===== src/rtl/core/evp_pkg.sv =====
// Shared types, widths and register codes for the energy VAD with pre-roll.
package evp_pkg;

  localparam int SAMPLE_BITS = 16;
  localparam int SQ_W        = 2 * SAMPLE_BITS - 1;
  localparam int THR_W       = 31;
  localparam int TIMEOUT_W   = 20;
  localparam int PREROLL_W   = 6;
  localparam int SR_W        = 21;
  localparam int CFG_IDX_W   = 2;
  localparam int CFG_DATA_W  = 31;
  localparam int MUL_A_W     = THR_W;
  localparam int MUL_B_W     = SAMPLE_BITS;
  localparam int MUL_P_W     = MUL_A_W + MUL_B_W;

  localparam logic [CFG_IDX_W-1:0] REG_THRESHOLD = 2'd0;
  localparam logic [CFG_IDX_W-1:0] REG_TIMEOUT   = 2'd1;
  localparam logic [CFG_IDX_W-1:0] REG_PREROLL   = 2'd2;

  localparam logic [THR_W-1:0]     THRESHOLD_RST = 31'd429497;
  localparam logic [TIMEOUT_W-1:0] TIMEOUT_RST   = 20'd12800;
  localparam logic [PREROLL_W-1:0] PREROLL_RST   = 6'd32;

  typedef struct packed {
    logic signed [SAMPLE_BITS-1:0] sample_in;
    logic                          frame_last;
  } in_item_t;

  typedef struct packed {
    logic signed [SAMPLE_BITS-1:0] sample_out;
    logic                          utterance_start;
    logic                          utterance_end;
    logic                          burst_last;
  } out_item_t;

  typedef struct packed {
    logic [THR_W-1:0]     energy_threshold_sq;
    logic [TIMEOUT_W-1:0] silence_timeout_samples;
    logic [PREROLL_W-1:0] preroll_len;
  } cfg_t;

endpackage


===== src/rtl/core/evp_cfg_regs.sv =====
// Configuration register file written through the plain write port.
module evp_cfg_regs
  import evp_pkg::*;
(
  input  logic                  clk,
  input  logic                  rst,
  input  logic                  we,
  input  logic [CFG_IDX_W-1:0]  index,
  input  logic [CFG_DATA_W-1:0] data,
  output cfg_t                  cfg
);

  always_ff @(posedge clk) begin
    if (rst) begin
      cfg.energy_threshold_sq     <= THRESHOLD_RST;
      cfg.silence_timeout_samples <= TIMEOUT_RST;
      cfg.preroll_len             <= PREROLL_RST;
    end else if (we) begin
      case (index)
        REG_THRESHOLD: cfg.energy_threshold_sq     <= data[THR_W-1:0];
        REG_TIMEOUT:   cfg.silence_timeout_samples <= data[TIMEOUT_W-1:0];
        REG_PREROLL:   cfg.preroll_len             <= data[PREROLL_W-1:0];
        default: begin
        end
      endcase
    end
  end

endmodule


===== src/rtl/core/evp_mul_unit.sv =====
// Shared registered multiplier for sample squares and threshold scaling.
module evp_mul_unit
  import evp_pkg::*;
(
  input  logic               clk,
  input  logic [MUL_A_W-1:0] a,
  input  logic [MUL_B_W-1:0] b,
  output logic [MUL_P_W-1:0] prod
);

  always_ff @(posedge clk) begin
    prod <= MUL_P_W'(a) * MUL_P_W'(b);
  end

endmodule


===== src/rtl/core/evp_out_stage.sv =====
// Output register that holds one result until the downstream transfer.
module evp_out_stage
  import evp_pkg::*;
(
  input  logic      clk,
  input  logic      rst,
  input  logic      load,
  input  out_item_t item,
  output logic      free,
  output logic      valid,
  output out_item_t data,
  input  logic      stall
);

  assign free = !valid || !stall;

  always_ff @(posedge clk) begin
    if (rst) begin
      valid <= 1'b0;
    end else if (load) begin
      valid <= 1'b1;
    end else if (!stall) begin
      valid <= 1'b0;
    end
  end

  always_ff @(posedge clk) begin
    if (load) begin
      data <= item;
    end
  end

endmodule


===== src/rtl/core/energy_vad_with_preroll.sv =====
// Top level of the energy voice-activity detector with pre-roll and hangover.
//
// Samples arrive one per transfer and are buffered per frame; a frame closes on
// frame_last or after FRAME_MAX samples. A sample that does not close a frame
// is accepted, squared in the shared multiplier and accumulated. A sample that
// closes a frame then has the same multiplier scale the threshold by the frame
// length, the energy compared and the next action chosen; after that each
// sample moved is read from the frame or pre-roll memory before it is loaded
// into the output register or written into the ring. The ring samples and the
// frame are moved at speech onset, the frame alone while speaking or while
// filling the ring, and the output may be held by result_stall. sample_stall
// stays high until that work is done. A result is delivered through an output
// register, so the next sample is taken while the last result of a burst still
// waits. Writing preroll_len empties the ring.
module energy_vad_with_preroll
  import evp_pkg::*;
#(
  parameter int FRAME_MAX     = 16,
  parameter int PREROLL_DEPTH = 32
) (
  input  logic                  clk,
  input  logic                  rst,
  input  logic                  sample_valid,
  output logic                  sample_stall,
  input  in_item_t              sample_data,
  output logic                  result_valid,
  input  logic                  result_stall,
  output out_item_t             result_data,
  input  logic                  cfg_we,
  input  logic [CFG_IDX_W-1:0]  cfg_index,
  input  logic [CFG_DATA_W-1:0] cfg_data
);

  localparam int LEN_W  = $clog2(FRAME_MAX + 1);
  localparam int FAW    = (FRAME_MAX > 1) ? $clog2(FRAME_MAX) : 1;
  localparam int RS_W   = $clog2(PREROLL_DEPTH + 1);
  localparam int RAW    = (PREROLL_DEPTH > 1) ? $clog2(PREROLL_DEPTH) : 1;
  localparam int ESUM_W = SQ_W + $clog2(FRAME_MAX);

  localparam logic [PREROLL_W-1:0] DepthCfg = PREROLL_W'(PREROLL_DEPTH);
  localparam logic [LEN_W-1:0]     FrameMaxLen = LEN_W'(FRAME_MAX);

  localparam logic [3:0] ST_IDLE     = 4'd0;
  localparam logic [3:0] ST_SQ       = 4'd1;
  localparam logic [3:0] ST_ACC      = 4'd2;
  localparam logic [3:0] ST_THR      = 4'd3;
  localparam logic [3:0] ST_CMP      = 4'd4;
  localparam logic [3:0] ST_DECIDE   = 4'd5;
  localparam logic [3:0] ST_RING_RD  = 4'd6;
  localparam logic [3:0] ST_RING_OUT = 4'd7;
  localparam logic [3:0] ST_FRM_RD   = 4'd8;
  localparam logic [3:0] ST_FRM_OUT  = 4'd9;
  localparam logic [3:0] ST_RW_RD    = 4'd10;
  localparam logic [3:0] ST_RW_WR    = 4'd11;

  cfg_t cfg;

  logic [3:0]             state;
  logic [SAMPLE_BITS-1:0] mag;
  logic [LEN_W-1:0]       fill;
  logic [LEN_W-1:0]       len;
  logic                   end_flag;
  logic [ESUM_W-1:0]      energy_sum;
  logic                   is_speech;
  logic                   speaking;
  logic [SR_W-1:0]        silent_run;
  logic                   ended;
  logic                   first;
  logic [LEN_W-1:0]       idx;
  logic [RS_W-1:0]        ring_wp;
  logic [RS_W-1:0]        ring_stored;
  logic [RS_W-1:0]        ring_pos;
  logic [RS_W-1:0]        ring_cnt;

  logic [SAMPLE_BITS-1:0] frame_mem [FRAME_MAX];
  logic [SAMPLE_BITS-1:0] ring_mem [PREROLL_DEPTH];
  logic [SAMPLE_BITS-1:0] frame_rdata;
  logic [SAMPLE_BITS-1:0] ring_rdata;

  logic                   sample_fire;
  logic [SAMPLE_BITS-1:0] s_bits;
  logic [SAMPLE_BITS-1:0] s_abs;
  logic [LEN_W-1:0]       fill_plus;
  logic [MUL_A_W-1:0]     mul_a;
  logic [MUL_B_W-1:0]     mul_b;
  logic [MUL_P_W-1:0]     prod;
  logic [RS_W-1:0]        rs;
  logic [RS_W-1:0]        wp_norm;
  logic [RS_W-1:0]        st_norm;
  logic [RS_W:0]          pos_sum;
  logic [RS_W:0]          pos_wrap;
  logic [SR_W:0]          sr_sum;
  logic [SR_W-1:0]        sr_sat;
  logic                   timeout_hit;
  logic [RS_W-1:0]        wp_inc;
  logic [RS_W-1:0]        pos_inc;
  logic [LEN_W-1:0]       idx_inc;
  logic                   frame_done;
  logic                   out_free;
  logic                   out_load;
  out_item_t              out_item;

  evp_cfg_regs u_cfg (
    .clk   (clk),
    .rst   (rst),
    .we    (cfg_we),
    .index (cfg_index),
    .data  (cfg_data),
    .cfg   (cfg)
  );

  evp_mul_unit u_mul (
    .clk  (clk),
    .a    (mul_a),
    .b    (mul_b),
    .prod (prod)
  );

  evp_out_stage u_out (
    .clk   (clk),
    .rst   (rst),
    .load  (out_load),
    .item  (out_item),
    .free  (out_free),
    .valid (result_valid),
    .data  (result_data),
    .stall (result_stall)
  );

  assign sample_stall = (state != ST_IDLE);
  assign sample_fire  = sample_valid && !sample_stall;
  assign s_bits       = sample_data.sample_in;
  assign s_abs        = s_bits[SAMPLE_BITS-1] ? (~s_bits + 1'b1) : s_bits;
  assign fill_plus    = fill + 1'b1;

  assign mul_a = (state == ST_THR) ? cfg.energy_threshold_sq : MUL_A_W'(mag);
  assign mul_b = (state == ST_THR) ? MUL_B_W'(len) : mag;

  assign rs = (cfg.preroll_len > DepthCfg) ? RS_W'(PREROLL_DEPTH) : RS_W'(cfg.preroll_len);

  assign wp_norm  = (ring_wp >= rs) ? '0 : ring_wp;
  assign st_norm  = (ring_stored > rs) ? rs : ring_stored;
  assign pos_sum  = {1'b0, wp_norm} + {1'b0, rs} - {1'b0, st_norm};
  assign pos_wrap = (pos_sum >= {1'b0, rs}) ? (pos_sum - {1'b0, rs}) : pos_sum;

  assign sr_sum      = {1'b0, silent_run} + (SR_W + 1)'(len);
  assign sr_sat      = sr_sum[SR_W] ? '1 : sr_sum[SR_W-1:0];
  assign timeout_hit = (sr_sat >= SR_W'(cfg.silence_timeout_samples));

  assign wp_inc     = ring_wp + 1'b1;
  assign pos_inc    = ring_pos + 1'b1;
  assign idx_inc    = idx + 1'b1;
  assign frame_done = (idx_inc == len);

  always_comb begin
    out_item.sample_out      = frame_rdata;
    out_item.utterance_start = first;
    out_item.utterance_end   = ended && frame_done;
    out_item.burst_last      = frame_done;
    if (state == ST_RING_OUT) begin
      out_item.sample_out    = ring_rdata;
      out_item.utterance_end = 1'b0;
      out_item.burst_last    = 1'b0;
    end
  end

  assign out_load = out_free && ((state == ST_RING_OUT) || (state == ST_FRM_OUT));

  always_ff @(posedge clk) begin
    if (sample_fire) begin
      frame_mem[fill[FAW-1:0]] <= s_bits;
    end
    if ((state == ST_FRM_RD) || (state == ST_RW_RD)) begin
      frame_rdata <= frame_mem[idx[FAW-1:0]];
    end
  end

  always_ff @(posedge clk) begin
    if (state == ST_RW_WR) begin
      ring_mem[ring_wp[RAW-1:0]] <= frame_rdata;
    end
    if (state == ST_RING_RD) begin
      ring_rdata <= ring_mem[ring_pos[RAW-1:0]];
    end
  end

  always_ff @(posedge clk) begin
    if (rst) begin
      state       <= ST_IDLE;
      mag         <= '0;
      fill        <= '0;
      len         <= '0;
      end_flag    <= 1'b0;
      energy_sum  <= '0;
      is_speech   <= 1'b0;
      speaking    <= 1'b0;
      silent_run  <= '0;
      ended       <= 1'b0;
      first       <= 1'b0;
      idx         <= '0;
      ring_wp     <= '0;
      ring_stored <= '0;
      ring_pos    <= '0;
      ring_cnt    <= '0;
    end else begin
      case (state)
        ST_IDLE: begin
          if (sample_fire) begin
            mag      <= s_abs;
            len      <= fill_plus;
            end_flag <= sample_data.frame_last || (fill_plus == FrameMaxLen);
            if (sample_data.frame_last || (fill_plus == FrameMaxLen)) begin
              fill <= '0;
            end else begin
              fill <= fill_plus;
            end
            state <= ST_SQ;
          end
        end
        ST_SQ: begin
          state <= ST_ACC;
        end
        ST_ACC: begin
          energy_sum <= energy_sum + ESUM_W'(prod[SQ_W-1:0]);
          state      <= end_flag ? ST_THR : ST_IDLE;
        end
        ST_THR: begin
          state <= ST_CMP;
        end
        ST_CMP: begin
          is_speech  <= (MUL_P_W'(energy_sum) >= prod);
          energy_sum <= '0;
          state      <= ST_DECIDE;
        end
        ST_DECIDE: begin
          idx   <= '0;
          ended <= 1'b0;
          if (!speaking) begin
            ring_wp     <= wp_norm;
            ring_stored <= st_norm;
            if (is_speech) begin
              speaking   <= 1'b1;
              silent_run <= '0;
              first      <= 1'b1;
              ring_pos   <= pos_wrap[RS_W-1:0];
              ring_cnt   <= st_norm;
              state      <= (st_norm != '0) ? ST_RING_RD : ST_FRM_RD;
            end else begin
              state <= (rs != '0) ? ST_RW_RD : ST_IDLE;
            end
          end else begin
            first <= 1'b0;
            if (is_speech) begin
              silent_run <= '0;
            end else if (timeout_hit) begin
              ended       <= 1'b1;
              speaking    <= 1'b0;
              silent_run  <= '0;
              ring_stored <= '0;
              ring_wp     <= '0;
            end else begin
              silent_run <= sr_sat;
            end
            state <= ST_FRM_RD;
          end
        end
        ST_RING_RD: begin
          state <= ST_RING_OUT;
        end
        ST_RING_OUT: begin
          if (out_free) begin
            first    <= 1'b0;
            ring_cnt <= ring_cnt - 1'b1;
            ring_pos <= (pos_inc >= rs) ? '0 : pos_inc;
            state    <= (ring_cnt == RS_W'(1)) ? ST_FRM_RD : ST_RING_RD;
          end
        end
        ST_FRM_RD: begin
          state <= ST_FRM_OUT;
        end
        ST_FRM_OUT: begin
          if (out_free) begin
            first <= 1'b0;
            idx   <= idx_inc;
            state <= frame_done ? ST_IDLE : ST_FRM_RD;
          end
        end
        ST_RW_RD: begin
          state <= ST_RW_WR;
        end
        ST_RW_WR: begin
          ring_wp <= (wp_inc >= rs) ? '0 : wp_inc;
          if (ring_stored < rs) begin
            ring_stored <= ring_stored + 1'b1;
          end
          idx   <= idx_inc;
          state <= frame_done ? ST_IDLE : ST_RW_RD;
        end
        default: begin
          state <= ST_IDLE;
        end
      endcase
      if (cfg_we && (cfg_index == REG_PREROLL)) begin
        ring_stored <= '0;
        ring_wp     <= '0;
      end
    end
  end

`ifndef ASSERT_OFF
  a_ring_bound: assert property (@(posedge clk) disable iff (rst)
    (state == ST_IDLE) |-> (ring_stored <= rs))
    else $error("pre-roll count exceeds ring size while idle");

  a_sum_clear: assert property (@(posedge clk) disable iff (rst)
    ((state == ST_IDLE) && (fill == '0)) |-> (energy_sum == '0))
    else $error("energy sum not cleared at frame start");

  a_start_speaking: assert property (@(posedge clk) disable iff (rst)
    (out_load && out_item.utterance_start) |-> speaking)
    else $error("utterance start emitted while silent");

  a_end_silent: assert property (@(posedge clk) disable iff (rst)
    (out_load && out_item.utterance_end) |=> (!speaking && (state == ST_IDLE)))
    else $error("utterance end did not return to silence");
`endif

endmodule


===== config.mk =====
export PLATFORM = sky130hd
export DESIGN_NAME = energy_vad_with_preroll
export DESIGN_NICKNAME = d
export VERILOG_FILES = /design/src/rtl/core/evp_pkg.sv /design/src/rtl/core/evp_cfg_regs.sv /design/src/rtl/core/evp_mul_unit.sv /design/src/rtl/core/evp_out_stage.sv /design/src/rtl/core/energy_vad_with_preroll.sv
export SDC_FILE = /design/constraint.sdc
export NUM_CORES = 2
export LEC_CHECK = 0
export BUFFER_PORTS_ARGS = -buffer_cell sky130_fd_sc_hd__buf_2
export CORE_MARGIN = 3
export CORE_UTILIZATION = 35
export CTS_BUF_LIST = sky130_fd_sc_hd__clkbuf_8
export DETAILED_ROUTE_END_ITERATION = 6
export GPL_ROUTABILITY_DRIVEN = 0
export GPL_TIMING_DRIVEN = 0
export PLACE_DENSITY = 0.56
export SYNTH_ARGS = -nofsm -noshare
export SYNTH_HDL_FRONTEND = slang
export SYNTH_SLANG_ARGS = --single-unit

===== constraint.sdc =====
create_clock -name clk -period 16 [get_ports clk]
set_input_delay 0.8 -clock clk [delete_from_list [all_inputs] [get_ports clk]]
set_output_delay 0.8 -clock clk [all_outputs]
set_load 0.02 [all_outputs]

==> results.yml <==
outcome:
  outcome: "finished clean"
yosys:
  ys_warn_count: 0
  synthArstFlopShare_pct: 0
  synth_top_cell_by_area: "edfxtp_1"
  synth_cell_type_count: 82
  synth_top_area_share_pct: 41.5
  yosys_most_used_dff: "edfxtp_1"
  avgSynthCellArea_um2: 12.9
  ys_top_cells_by_area: "edfxtp_1, fa_1, mux4_2"
  synthTopCellsByCount: "edfxtp_1, inv_1, nand2_1"
  netlist_area_um2: 59300
  yosys.cell_count.top_type: "edfxtp_1"
  syn_inst: 4603
  seq_area_frac_synth_pct: 49.1
  synth_edf_count: 819
  synth.ff_latch_count: 1044
power:
  leakage_nw: 25.8
  p_sw_share_pct: 34.2
  p_clk_share_pct: 28.5
  p_per_area_nw_per_um2: 121
  p_int_mw: 5.36
  seqPwrFrac_pct: 37.8
  power.switching_mw: 2.78
  power_mw: 8.14
  power_frac_comb_pct: 33.7
  irDropWorstVdd_mv: 0.190
critical_path:
  critical_path_class: "flop to flop"
  cp-start-kind: "flop"
  worstPathRequired_ns: 16.77
  critPathMaxFanout: 10
  cp-end-kind: "flop"
  arrival_ns: 9.96
clock_tree:
  h-tree-depth: 4
  cts.path.max_buffers: 3
  post_cts_buffers: 0
  cts_tree: "built"
  cts_hold_buf: 0
  cts_root_buffer: "clkbuf_8"
  clk_pin_slew_ns: 0.07
  ctsResizeCount: 0
  clock-sinks: 1044
  clock_latency_ns: 0.86
  numCtsBuffers: 176
drt:
  drc: 0
  drt-wirelength-per-cell_um: 20.5
  drtIter0Drc: 2644
  dr.pass1.iters: 6
  num_vias: 36775
  wl_um: 152000
  vias_per_cell: 4.96
  postRouteAntennaNets: 0
finish:
  final-seq-area_um2: 29100
  fillers: 15973
  area_growth_pct: 13.4
  nets: 5789
  multi_input_area_um2: 28000
  drive_gt1_share_pct: 13.4
grt:
  overflow: 0
  grt.total_usage_pct: 17.6
  grt_antenna_before_repair: 8
  grt_pass1_vias: 38091
  grt_pass1_wl_um: 233000
  grt_start_max_net_pins: 34
floorplanning:
  start_util_pct: 35.3
  row_count: 150
  die-height_um: 418
  pin_count: 76
  die-area_um2: 174000
  fp.dieW_um: 418
  core_um2: 168000
timing:
  max_freq_mhz: 109
  fin_crit_sh_pct: 57.5
  worstMarginPinSlew_ns: 1.42
  post-route-min-period_ns: 9.20
  max_slew_margin_pct: 4.78
  setup_tns_ns: 0
  skew_ns: 0.0356
  hold_viol: 0
  rsz0062_at_grt: "no"
  drv_slew: 0
  setup_viol: 0
placement:
  numPortBuffers: 74
  hpwl_um: 115000
hold_path:
  hp-class: "primary input to flop"
flow_run:
  max-cap-violations: 0
==> layout by cell type, fill, tap and decap left out, types with 13 or more instances in the layout <==
cell | netlist | layout
or3_1 | 13 | 13
nand2_1 | 483 | 483
nor2b_1 | 43 | 43
edfxtp_1 | 819 | 819
xnor2_1 | 81 | 81
o21ai_0 | 108 | 108
fa_1 | 413 | 413
nor4_1 | 17 | 17
and3_1 | 91 | 91
buf_8 | 0 | 28
nor2_2 | 1 | 46
a21o_1 | 54 | 54
a31oi_1 | 15 | 15
ha_1 | 261 | 261
xor2_1 | 46 | 46
clkbuf_8 | 0 | 187
buf_1 | 21 | 21
o21a_1 | 15 | 15
mux2_2 | 24 | 24
mux4_2 | 240 | 240
a21oi_1 | 195 | 195
nor3_1 | 38 | 32
nand3_1 | 44 | 44
nor2_1 | 269 | 224
inv_1 | 587 | 647
o21bai_1 | 16 | 16
or2_2 | 14 | 14
buf_2 | 5 | 79
clkinv_1 | 0 | 34
nand2b_1 | 35 | 35
a22oi_1 | 27 | 27
dfxtp_1 | 225 | 225
nand4_1 | 26 | 26
clkbuf_1 | 172 | 172
nand3b_1 | 21 | 21
conb_1 | 2 | 165
mux2i_1 | 21 | 21
a211oi_1 | 46 | 46
clkinv_2 | 0 | 17
==> critical path, cell delays in order (launching register included) <==
cell and delay, ns:
dfxtp_1 0.30, clkbuf_1 0.27, nand2b_1 0.20, nor2_1 1.10, clkbuf_1 0.58, buf_1 0.71
mux2i_1 0.47, nor2_1 0.12, fa_1 0.59, fa_1 0.42, ha_1 0.19, inv_1 0.08
fa_1 0.45, fa_1 0.56, inv_1 0.05, fa_1 0.45, ha_1 0.35, or2_2 0.15
a21o_1 0.11, nand2_1 0.05, nor3_1 0.54, a21oi_1 0.36, and2_1 0.25, o31ai_1 0.38
a31oi_1 0.16, xnor2_1 0.20
==> worst paths after layout <==
kind	start	end	slack, ns	depth (start not counted)
worst max-delay path	state[0]	u_mul.prod[32]	6.80	25
worst min-delay path	cfg_data[29]	u_cfg.cfg[55]	0.19	3
worst max register to register	state[0]	u_mul.prod[32]	6.80	25
worst min register to register	u_cfg.cfg[8]	u_cfg.cfg[8]	0.45	2
==> metrics by stage <==
stage	util [%]	hold slack (ns)	cell area, um^2	cells	setup slack, ns
after global routing	40.1	0.146	67200	7408	6.41
final	40.1	0.193	67200	7413	6.80
after CTS	40.0	0.0984	67100	7401	6.89
after floorplan	-	0.409	59900	4766	8.87
after global placement	37.6	0.445	63000	7044	6.90
after detailed placement	38.0	0.447	63700	7082	6.90
==> flip-flops by register name, indices dropped and copies added (netlist names), 5 cells and up <==
signal / count
idx: 5
ring_pos: 6
u_out.data: 19
ring_rdata: 16
energy_sum: 35
frame_mem: 256
frame_rdata: 16
mag: 16
ring_stored: 6
ring_cnt: 6
fill: 5
u_cfg.cfg: 57
len: 5
ring_mem: 512
silent_run: 21
ring_wp: 6
u_mul.prod: 47
==> power groups by stage <==
stage	combinational, mW	sequential, mW	clock, mW
after global routing	3.13	3.08	2.50
after CTS	2.61	3.08	2.38
final	2.74	3.08	2.32
after global placement	2.60	3.13	0
after detailed placement	2.60	3.14	0
after floorplan	2.08	3.10	0
==> metal layers <==
metal,track usage (%),share of wire [%],up-vias
met1,22.8,41,18624
li1,-,-,16931
met4,5.94,3.2,0
met5,0,0,-
met3,2.45,5.1,234
met2,30.2,50,986
==> cell type report <==
type | count | share of cell area [%]
clock inverters | 132 | 1.22
well taps | 2204 | 4.10
plain buffers | 199 | 1.13
multi-input cells | 2936 | 41.6
inverters | 587 | 3.28
repair buffers | 116 | 1.53
clock buffers | 187 | 3.83
flip-flops and latches | 1044 | 43.3
diodes | 8 | 0.0298
==> logic make-up after synthesis <==
kind of cell | share of synthesized area [%]
flops | 49.1
other cells | 0.0127
xor+xnor | 1.88
compound gates | 5.99
buf+inv | 5.00
mux | 9.93
simple gates | 8.65
fa+ha+maj | 19.5
No activity file was read; power rests on OpenSTA's default activity.
